$ cat src/eppp_pkg.sv
// eppp_pkg: shared types and constants for the encoder period pid pwm block
// no dependencies
package eppp_pkg;

  localparam int unsigned CFG_IDX_W  = 3;
  localparam int unsigned CFG_DATA_W = 32;
  localparam int unsigned PROD_W     = 48;
  localparam int unsigned MAG_W      = 47;
  localparam int unsigned SUM_W      = 11;
  localparam int unsigned CNT_W      = 6;

  typedef enum logic [CFG_IDX_W-1:0] {
    CFG_GAIN_DIVISOR = 3'd0,
    CFG_PROP_GAIN    = 3'd1,
    CFG_INTEG_GAIN   = 3'd2,
    CFG_DERIV_GAIN   = 3'd3,
    CFG_TARGET_0     = 3'd4,
    CFG_TARGET_1     = 3'd5,
    CFG_TARGET_2     = 3'd6,
    CFG_TARGET_3     = 3'd7
  } cfg_idx_e;

  typedef enum logic [1:0] {
    TERM_P = 2'd0,
    TERM_I = 2'd1,
    TERM_D = 2'd2
  } term_e;

  typedef enum logic [2:0] {
    ST_IDLE,
    ST_CALC,
    ST_TERM,
    ST_DIVI,
    ST_DIV,
    ST_ADD,
    ST_OUT
  } state_e;

  typedef struct packed {
    logic [1:0]  motor_index;
    logic [15:0] capture_time;
    logic [7:0]  overflow_count;
  } in_item_t;

  typedef struct packed {
    logic [1:0] duty_motor;
    logic [7:0] duty;
  } out_item_t;

  typedef struct packed {
    logic  load;
    logic  calc;
    logic  mul;
    logic  div_init;
    logic  div_step;
    logic  add_term;
    logic  commit;
    term_e term;
  } ctrl_cmd_t;

  typedef struct packed {
    logic       stopped;
    logic [2:0] gain_nz;
    logic       div_last;
    logic       out_busy;
  } ctrl_sts_t;

endpackage

$ cat src/eppp_ctrl.sv
// eppp_ctrl: sequencer for load, per-term multiply/divide and result commit
// depends on eppp_pkg
module eppp_ctrl (
  input  logic               clk_i,
  input  logic               rst_ni,
  input  logic               in_valid_i,
  output logic               in_ready_o,
  input  eppp_pkg::ctrl_sts_t sts_i,
  output eppp_pkg::ctrl_cmd_t cmd_o
);
  import eppp_pkg::*;

  state_e state_q, state_d;
  term_e  term_q, term_d;

  always_ff @(posedge clk_i or negedge rst_ni) begin
    if (!rst_ni) begin
      state_q <= ST_IDLE;
      term_q  <= TERM_P;
    end else begin
      state_q <= state_d;
      term_q  <= term_d;
    end
  end

  always_comb begin
    state_d = state_q;
    term_d  = term_q;
    cmd_o   = '0;
    cmd_o.term = term_q;
    in_ready_o = 1'b0;
    case (state_q)
      ST_IDLE: begin
        in_ready_o = 1'b1;
        if (in_valid_i) begin
          cmd_o.load = 1'b1;
          state_d    = ST_CALC;
        end
      end
      ST_CALC: begin
        cmd_o.calc = 1'b1;
        term_d     = TERM_P;
        state_d    = ST_TERM;
      end
      ST_TERM: begin
        if (sts_i.stopped) begin
          state_d = ST_OUT;
        end else if (sts_i.gain_nz[term_q]) begin
          cmd_o.mul = 1'b1;
          state_d   = ST_DIVI;
        end else if (term_q == TERM_D) begin
          state_d = ST_OUT;
        end else begin
          term_d = term_e'(term_q + 2'd1);
        end
      end
      ST_DIVI: begin
        cmd_o.div_init = 1'b1;
        state_d        = ST_DIV;
      end
      ST_DIV: begin
        cmd_o.div_step = 1'b1;
        if (sts_i.div_last) state_d = ST_ADD;
      end
      ST_ADD: begin
        cmd_o.add_term = 1'b1;
        if (term_q == TERM_D) begin
          state_d = ST_OUT;
        end else begin
          term_d  = term_e'(term_q + 2'd1);
          state_d = ST_TERM;
        end
      end
      ST_OUT: begin
        if (!sts_i.out_busy) begin
          cmd_o.commit = 1'b1;
          state_d      = ST_IDLE;
        end
      end
      default: state_d = ST_IDLE;
    endcase
  end

endmodule

$ cat src/eppp_dp.sv
// eppp_dp: config registers, per-motor state, multiplier, serial divider, output register
// depends on eppp_pkg
module eppp_dp #(
  parameter int unsigned MOTOR_COUNT = 4
) (
  input  logic                          clk_i,
  input  logic                          rst_ni,
  input  logic                          cfg_we_i,
  input  logic [eppp_pkg::CFG_IDX_W-1:0]  cfg_idx_i,
  input  logic [eppp_pkg::CFG_DATA_W-1:0] cfg_wdata_i,
  input  eppp_pkg::in_item_t            in_data_i,
  output eppp_pkg::out_item_t           out_data_o,
  output logic                          out_valid_o,
  input  logic                          out_ready_i,
  input  eppp_pkg::ctrl_cmd_t           cmd_i,
  output eppp_pkg::ctrl_sts_t           sts_o
);
  import eppp_pkg::*;

  localparam int unsigned MW = (MOTOR_COUNT > 1) ? $clog2(MOTOR_COUNT) : 1;

  logic [30:0]        divisor_q;
  logic signed [15:0] gain_q [3];
  logic [31:0]        target_q [4];

  logic [15:0]        last_cap_q [MOTOR_COUNT];
  logic [31:0]        last_per_q [MOTOR_COUNT];
  logic signed [31:0] acc_mem_q  [MOTOR_COUNT];

  in_item_t           item_q;
  logic               stop_q;
  logic [31:0]        period_q;
  logic signed [31:0] error_q, dper_q, acc_q;
  logic signed [PROD_W-1:0] prod_q;
  logic [MAG_W-1:0]   dvd_q;
  logic [31:0]        rem_q;
  logic               neg_q;
  logic [CNT_W-1:0]   cnt_q;
  logic signed [SUM_W-1:0] sum_q;
  logic               out_valid_q;
  out_item_t          out_q;

  logic [4:0]         mext;
  logic [MW-1:0]      midx;
  logic               in_range;
  logic [31:0]        period_c;
  logic signed [32:0] acc_wide;
  logic signed [31:0] acc_sat, mul_val;
  logic [30:0]        dvs;
  logic [31:0]        trial;
  logic               fits;
  logic [7:0]         mag;
  logic [7:0]         duty_c;

  always_ff @(posedge clk_i or negedge rst_ni) begin
    if (!rst_ni) begin
      divisor_q <= 31'd1;
      for (int i = 0; i < 3; i++) gain_q[i] <= '0;
      for (int i = 0; i < 4; i++) target_q[i] <= '0;
    end else if (cfg_we_i) begin
      case (cfg_idx_e'(cfg_idx_i))
        CFG_GAIN_DIVISOR: divisor_q <= cfg_wdata_i[30:0];
        CFG_PROP_GAIN:    gain_q[0] <= cfg_wdata_i[15:0];
        CFG_INTEG_GAIN:   gain_q[1] <= cfg_wdata_i[15:0];
        CFG_DERIV_GAIN:   gain_q[2] <= cfg_wdata_i[15:0];
        CFG_TARGET_0:     target_q[0] <= cfg_wdata_i;
        CFG_TARGET_1:     target_q[1] <= cfg_wdata_i;
        CFG_TARGET_2:     target_q[2] <= cfg_wdata_i;
        CFG_TARGET_3:     target_q[3] <= cfg_wdata_i;
        default: ;
      endcase
    end
  end

  assign mext     = {3'd0, item_q.motor_index};
  assign midx     = mext[MW-1:0];
  assign in_range = mext < 5'(MOTOR_COUNT);
  assign period_c = 32'(item_q.capture_time) + {8'd0, item_q.overflow_count, 16'd0}
                    - 32'(last_cap_q[midx]);
  assign acc_wide = 33'(acc_mem_q[midx]) + 33'(signed'(period_c - target_q[item_q.motor_index]));
  always_comb begin
    if (acc_wide[32] != acc_wide[31]) acc_sat = acc_wide[32] ? 32'sh80000000 : 32'sh7fffffff;
    else acc_sat = acc_wide[31:0];
  end

  always_comb begin
    case (cmd_i.term)
      TERM_P:  mul_val = error_q;
      TERM_I:  mul_val = acc_q;
      default: mul_val = dper_q;
    endcase
  end

  assign dvs   = (divisor_q == '0) ? 31'd1 : divisor_q;
  assign trial = {rem_q[30:0], dvd_q[MAG_W-1]};
  assign fits  = trial >= {1'b0, dvs};
  assign mag   = (dvd_q > MAG_W'(255)) ? 8'd255 : dvd_q[7:0];
  assign duty_c = stop_q ? 8'd0 : (sum_q < 0) ? 8'd0 :
                  (sum_q > SUM_W'(255)) ? 8'd255 : sum_q[7:0];

  always_ff @(posedge clk_i) begin
    if (cmd_i.load) item_q <= in_data_i;
    if (cmd_i.calc) begin
      stop_q   <= (target_q[item_q.motor_index] == '0) || !in_range;
      period_q <= period_c;
      error_q  <= signed'(period_c - target_q[item_q.motor_index]);
      dper_q   <= signed'(period_c - last_per_q[midx]);
      acc_q    <= acc_sat;
      sum_q    <= '0;
    end
    if (cmd_i.mul) prod_q <= PROD_W'(gain_q[cmd_i.term] * mul_val);
    if (cmd_i.div_init) begin
      neg_q <= prod_q[PROD_W-1];
      dvd_q <= prod_q[PROD_W-1] ? MAG_W'(-prod_q) : prod_q[MAG_W-1:0];
      rem_q <= '0;
      cnt_q <= '0;
    end
    if (cmd_i.div_step) begin
      rem_q <= fits ? trial - {1'b0, dvs} : trial;
      dvd_q <= {dvd_q[MAG_W-2:0], fits};
      cnt_q <= cnt_q + 1'b1;
    end
    if (cmd_i.add_term) sum_q <= neg_q ? sum_q - SUM_W'(mag) : sum_q + SUM_W'(mag);
    if (cmd_i.commit) begin
      out_q.duty_motor <= item_q.motor_index;
      out_q.duty       <= duty_c;
    end
  end

  always_ff @(posedge clk_i or negedge rst_ni) begin
    if (!rst_ni) begin
      for (int i = 0; i < MOTOR_COUNT; i++) begin
        last_cap_q[i] <= '0;
        last_per_q[i] <= '0;
        acc_mem_q[i]  <= '0;
      end
    end else if (cmd_i.commit && !stop_q) begin
      last_cap_q[midx] <= item_q.capture_time;
      last_per_q[midx] <= period_q;
      if (gain_q[1] != '0) acc_mem_q[midx] <= acc_q;
    end
  end

  always_ff @(posedge clk_i or negedge rst_ni) begin
    if (!rst_ni) out_valid_q <= 1'b0;
    else if (cmd_i.commit) out_valid_q <= 1'b1;
    else if (out_ready_i) out_valid_q <= 1'b0;
  end

  assign out_valid_o      = out_valid_q;
  assign out_data_o       = out_q;
  assign sts_o.stopped    = stop_q;
  assign sts_o.gain_nz    = {gain_q[2] != '0, gain_q[1] != '0, gain_q[0] != '0};
  assign sts_o.div_last   = cnt_q == CNT_W'(MAG_W - 1);
  assign sts_o.out_busy   = out_valid_q && !out_ready_i;

endmodule

$ cat src/encoder_period_pid_pwm.sv
// encoder_period_pid_pwm: one item in flight from input beat to result
// an enabled term runs multiply, divider init, the bit-serial divider and add; a disabled one is skipped
// input is taken again once the sequencer is back in idle after the result is written
// asynchronous active-low reset clears config, per-motor state and the output valid flag
// depends on eppp_pkg, eppp_ctrl, eppp_dp
module encoder_period_pid_pwm #(
  parameter int unsigned MOTOR_COUNT = 4
) (
  input  logic                            clk_i,
  input  logic                            rst_ni,
  input  logic                            cfg_we_i,
  input  logic [eppp_pkg::CFG_IDX_W-1:0]  cfg_idx_i,
  input  logic [eppp_pkg::CFG_DATA_W-1:0] cfg_wdata_i,
  input  logic                            in_valid_i,
  output logic                            in_ready_o,
  input  eppp_pkg::in_item_t              in_data_i,
  output logic                            out_valid_o,
  input  logic                            out_ready_i,
  output eppp_pkg::out_item_t             out_data_o
);
  import eppp_pkg::*;

  ctrl_cmd_t cmd;
  ctrl_sts_t sts;

  eppp_ctrl u_ctrl (
    .clk_i, .rst_ni, .in_valid_i, .in_ready_o, .sts_i(sts), .cmd_o(cmd)
  );

  eppp_dp #(.MOTOR_COUNT(MOTOR_COUNT)) u_dp (
    .clk_i, .rst_ni, .cfg_we_i, .cfg_idx_i, .cfg_wdata_i, .in_data_i,
    .out_data_o, .out_valid_o, .out_ready_i, .cmd_i(cmd), .sts_o(sts)
  );

  a_busy_after_accept: assert property (@(posedge clk_i) disable iff (!rst_ni)
    in_valid_i && in_ready_o |=> !in_ready_o)
    else $error("accepted a beat while busy");

  a_cmd_onehot: assert property (@(posedge clk_i) disable iff (!rst_ni)
    $onehot0({cmd.load, cmd.calc, cmd.mul, cmd.div_init, cmd.div_step, cmd.add_term,
              cmd.commit}))
    else $error("overlapping datapath commands");

  a_range_zero: assert property (@(posedge clk_i) disable iff (!rst_ni)
    out_valid_o && ({3'd0, out_data_o.duty_motor} >= 5'(MOTOR_COUNT))
    |-> out_data_o.duty == 8'd0)
    else $error("nonzero duty for absent motor");

endmodule

$ cat config.mk
export PLATFORM = sky130hd
export DESIGN_NAME = encoder_period_pid_pwm
export DESIGN_NICKNAME = d
export VERILOG_FILES = /design/src/eppp_pkg.sv /design/src/eppp_ctrl.sv /design/src/eppp_dp.sv /design/src/encoder_period_pid_pwm.sv
export SDC_FILE = /design/constraint.sdc
export NUM_CORES = 2
export LEC_CHECK = 0
export ABC_CLOCK_PERIOD_IN_PS = 11750
export BUFFER_PORTS_ARGS = -buffer_cell sky130_fd_sc_hd__buf_2
export CORE_ASPECT_RATIO = 1.25
export CORE_MARGIN = 5
export CORE_UTILIZATION = 55
export DETAILED_ROUTE_END_ITERATION = 12
export GPL_TIMING_DRIVEN = 0
export PLACE_DENSITY = 0.74
export SETUP_SLACK_MARGIN = 0.2
export SYNTH_ARGS = -nofsm -noshare
export SYNTH_HDL_FRONTEND = slang
export SYNTH_SLANG_ARGS = --single-unit
$ cat constraint.sdc
create_clock -name clk_i -period 11.75 [get_ports clk_i]
set_clock_uncertainty 0.05 [all_clocks]
set_input_delay 0.5875 -clock clk_i [delete_from_list [all_inputs] [get_ports clk_i]]
set_output_delay 0.5875 -clock clk_i [all_outputs]
set_load 0.1 [all_outputs]
==> flow_metrics.env <==
export IMPL_final_min_clock_period_ns=10.98
export IMPL_clock_latency_ns=0.69
export IMPL_ff2ff_path_depth=37
export IMPL_finalSetupTns_ns=0
export IMPL_grt_overflow_total=0
export IMPL_syn_num_nets=6302
export IMPL_maxSlewViolCount=0
export IMPL_grt_total_usage_pct=28.4
export IMPL_cts_htree_levels=3
export IMPL_die_width_um=308
export IMPL_cts_made_buffers=88
export IMPL_die_area_um2=118000
export IMPL_cts_sinks=842
export IMPL_dr_first_iter_drc_count=3612
export IMPL_synth_area_um2=61000
export IMPL_min_path_cells=1
export IMPL_gp_congestion=0.981
export IMPL_grt_pass1_wl_mm=259
export IMPL_setup_worst_path_end_class="register"
export IMPL_dr_pass1_iters=7
export IMPL_pre_cts_slack_ns=-1.29
export IMPL_min_from="in_data_i[25]"
export IMPL_fin_ws_ns=0.765
export IMPL_die_h_um=382
export IMPL_fin_crit_sh_pct=93.5
export IMPL_drive_above_1_share_pct=15.8
export IMPL_ant_nets=0
export IMPL_min_to="u_dp.midx[1]"
export IMPL_port_buffers=74
export IMPL_finalHoldViolations=0
export IMPL_synth_most_common_cell="inv_1"
export IMPL_post_drt_wl_per_cell_um=23.1
export IMPL_grt_pass1_vias=45201
export IMPL_finalSetupViolations=0
export IMPL_status="completed"
export IMPL_antenna_found_initial=3
export IMPL_wl_met2_mm=81.5
export IMPL_vias=42878
export IMPL_grt_max_degree=125
export IMPL_synth_common_cells="inv_1 (732), dfrtp_1 (532), mux2_2 (498)"
export IMPL_max_slew_margin_pct=7.09
export IMPL_ys_seq_area_share_pct=37.1
export IMPL_cts_reportedPaths_clkPinSlew_ns=0.06
export IMPL_max_stage_delay_ns=0.60
export IMPL_synth_top_area_cell="dfrtp_1"
export IMPL_synth_flop_cell="dfrtp_1"
export IMPL_whs_ns=0.0358
export IMPL_r2r_slack_ns=0.77
export IMPL_final_nets=6491
export IMPL_wl_met1_mm=62.7
export IMPL_synth_edff_count=309
export IMPL_num_rows=136
export IMPL_clockBufferDepth=3
export IMPL_critPathLaunchType="register"
export IMPL_synthToLayoutAreaGrowth_pct=9.16
export IMPL_tritoncts="yes"
export IMPL_clockRootBuffer="clkbuf_16"
export IMPL_worstPathMaxFanout=10
export IMPL_synth_area_leaders="dfrtp_1 (22%), fa_1 (16%), edfxtp_1 (15%)"
export IMPL_hold_class="input pin to register"
export IMPL_core_area_um2=110000
export IMPL_arrival_ns=11.34
export IMPL_initial_utilization_pct=55.4
export IMPL_regArea_um2=22600
export IMPL_wirelength_mm=166
export IMPL_synth_avg_cell_area_um2=11.1
export IMPL_nFillCells=8805
export IMPL_required_ns=12.11
export IMPL_drc_errors=0
export IMPL_ys_types=93
export IMPL_synth_seq_cells=842
export IMPL_via_per_inst=5.96
export IMPL_maxCapViolCount=0
export IMPL_io_pins=78
export IMPL_synth_top_area_share_pct=21.8
export IMPL_syn_inst=5483
export IMPL_slowest_stage="edfxtp_1"
export IMPL_tightest_slew_ns=1.39
export IMPL_r2r_end="u_dp.acc_q[18]"
export IMPL_rsz0062_at_grt="false"
export IMPL_fmax_ghz=0.0910
export IMPL_r2r_start="u_dp.midx[1]"
export IMPL_synth_async_reset_ratio_pct=63.3
export IMPL_path_class="register to register"
export IMPL_top_layer="met5"
export IMPL_routed_wl_met3_mm=11.1
export IMPL_ys_warn_count=0
export IMPL_place_hpwl_mm=130
export IMPL_multi_input_area_um2=34800
layout by cell type, fill, tap and decap left out, types with 47 or more instances in the layout:
cell type / n
xor2_1: 93
inv_1: 732
fa_1: 492
mux4_2: 110
buf_2: 81
a21o_1: 117
edfxtp_1: 309
mux2i_1: 47
ha_1: 261
nor2_1: 415
clkbuf_1: 184
xnor2_1: 143
dfrtp_1: 532
o21ai_0: 186
clkbuf_16: 93
nand2_1: 457
a21oi_1: 190
mux2_2: 498
metrics by stage:
step           cells  util [%]  area, µm²
2_1_floorplan   5483         -      61000
4_1_cts         7195      60.4      66500
3_5_place_dp    7018      57.7      63500
3_3_place_gp    7006      57.4      63200
5_1_grt         7196      60.5      66600
6_report        7197      60.5      66600
sequential cells by signal, indices dropped and copies added (netlist names), 10 cells and up:
register,cells
u_dp.acc_mem_q,128
u_dp.acc_q,32
u_dp.divisor_q,31
u_dp.dper_q,32
u_dp.dvd_q,47
u_dp.error_q,32
u_dp.gain_q,48
u_dp.item_q,24
u_dp.last_cap_q,64
u_dp.last_per_q,128
u_dp.out_data_o,10
u_dp.period_q,32
u_dp.prod_q,48
u_dp.rem_q,31
u_dp.sum_q,11
u_dp.target_q,128
critical path, delay by kind of cell (launching register included):
kind	cells	cell delay, ns
compound gates	18	3.97
xor+xnor	3	1.02
fa+ha+maj	5	1.84
buf+inv	7	2.21
flops	1	0.60
mux	1	0.27
simple gates	3	0.73
metal layers:
metal / track usage, % / vias to the layer above
met2: 48.3 / 1725
li1: - / 18985
met1: 35.2 / 21628
met4: 15.3 / 2
met5: 0 / -
met3: 4.11 / 538
area by class of cell:
type                            count  area share (%)
Multi-Input combinational cell   3682            52.2
Sequential cell                   842            34.0
Inverter                          734            4.14
Clock buffer                      122            3.83
Tap cell                         1449            2.72
Buffer                            223            1.34
Timing Repair Buffer              101            1.24
Clock inverter                     42           0.506
Antenna cell                        2         0.00752
how the worst max path moves through the flow:
stage,start,end,cells past startpoint
2_1_floorplan,u_dp.midx[0],u_dp.acc_q[10],36
5_1_grt,u_dp.midx[0],u_dp.acc_q[21],35
6_report,u_dp.midx[1],u_dp.acc_q[18],37
3_5_place_dp,u_dp.midx[0],u_dp.acc_q[29],37
3_3_place_gp,u_dp.midx[0],u_dp.acc_q[13],36
4_1_cts,u_dp.midx[1],u_dp.acc_q[29],37
cell families after synthesis:
| family | count (synthesis) | synth area share (%) |
|---|---|---|
| AOI/OAI and AO/OA | 780 | 8.41 |
| xor gates and xnor gates | 240 | 3.48 |
| adders and majority gates | 788 | 22.1 |
| buffers and inverters | 959 | 5.96 |
| DFF | 842 | 37.1 |
| muxes | 656 | 14.1 |
| and+or+nand+nor | 1218 | 8.92 |
timing repair:
action | 4_1_cts | 5_1_grt
hold buffers | 15 | 0
hold endpoints to repair | 57 | 0
setup endpoints to repair | 32 | 35
resized for setup | 8 | 11
buffers inserted | 0 | 0
Power is left out: the tool's default activity adds up to more than one toggle a clock period on the data nets, which glitch-free logic cannot reach.
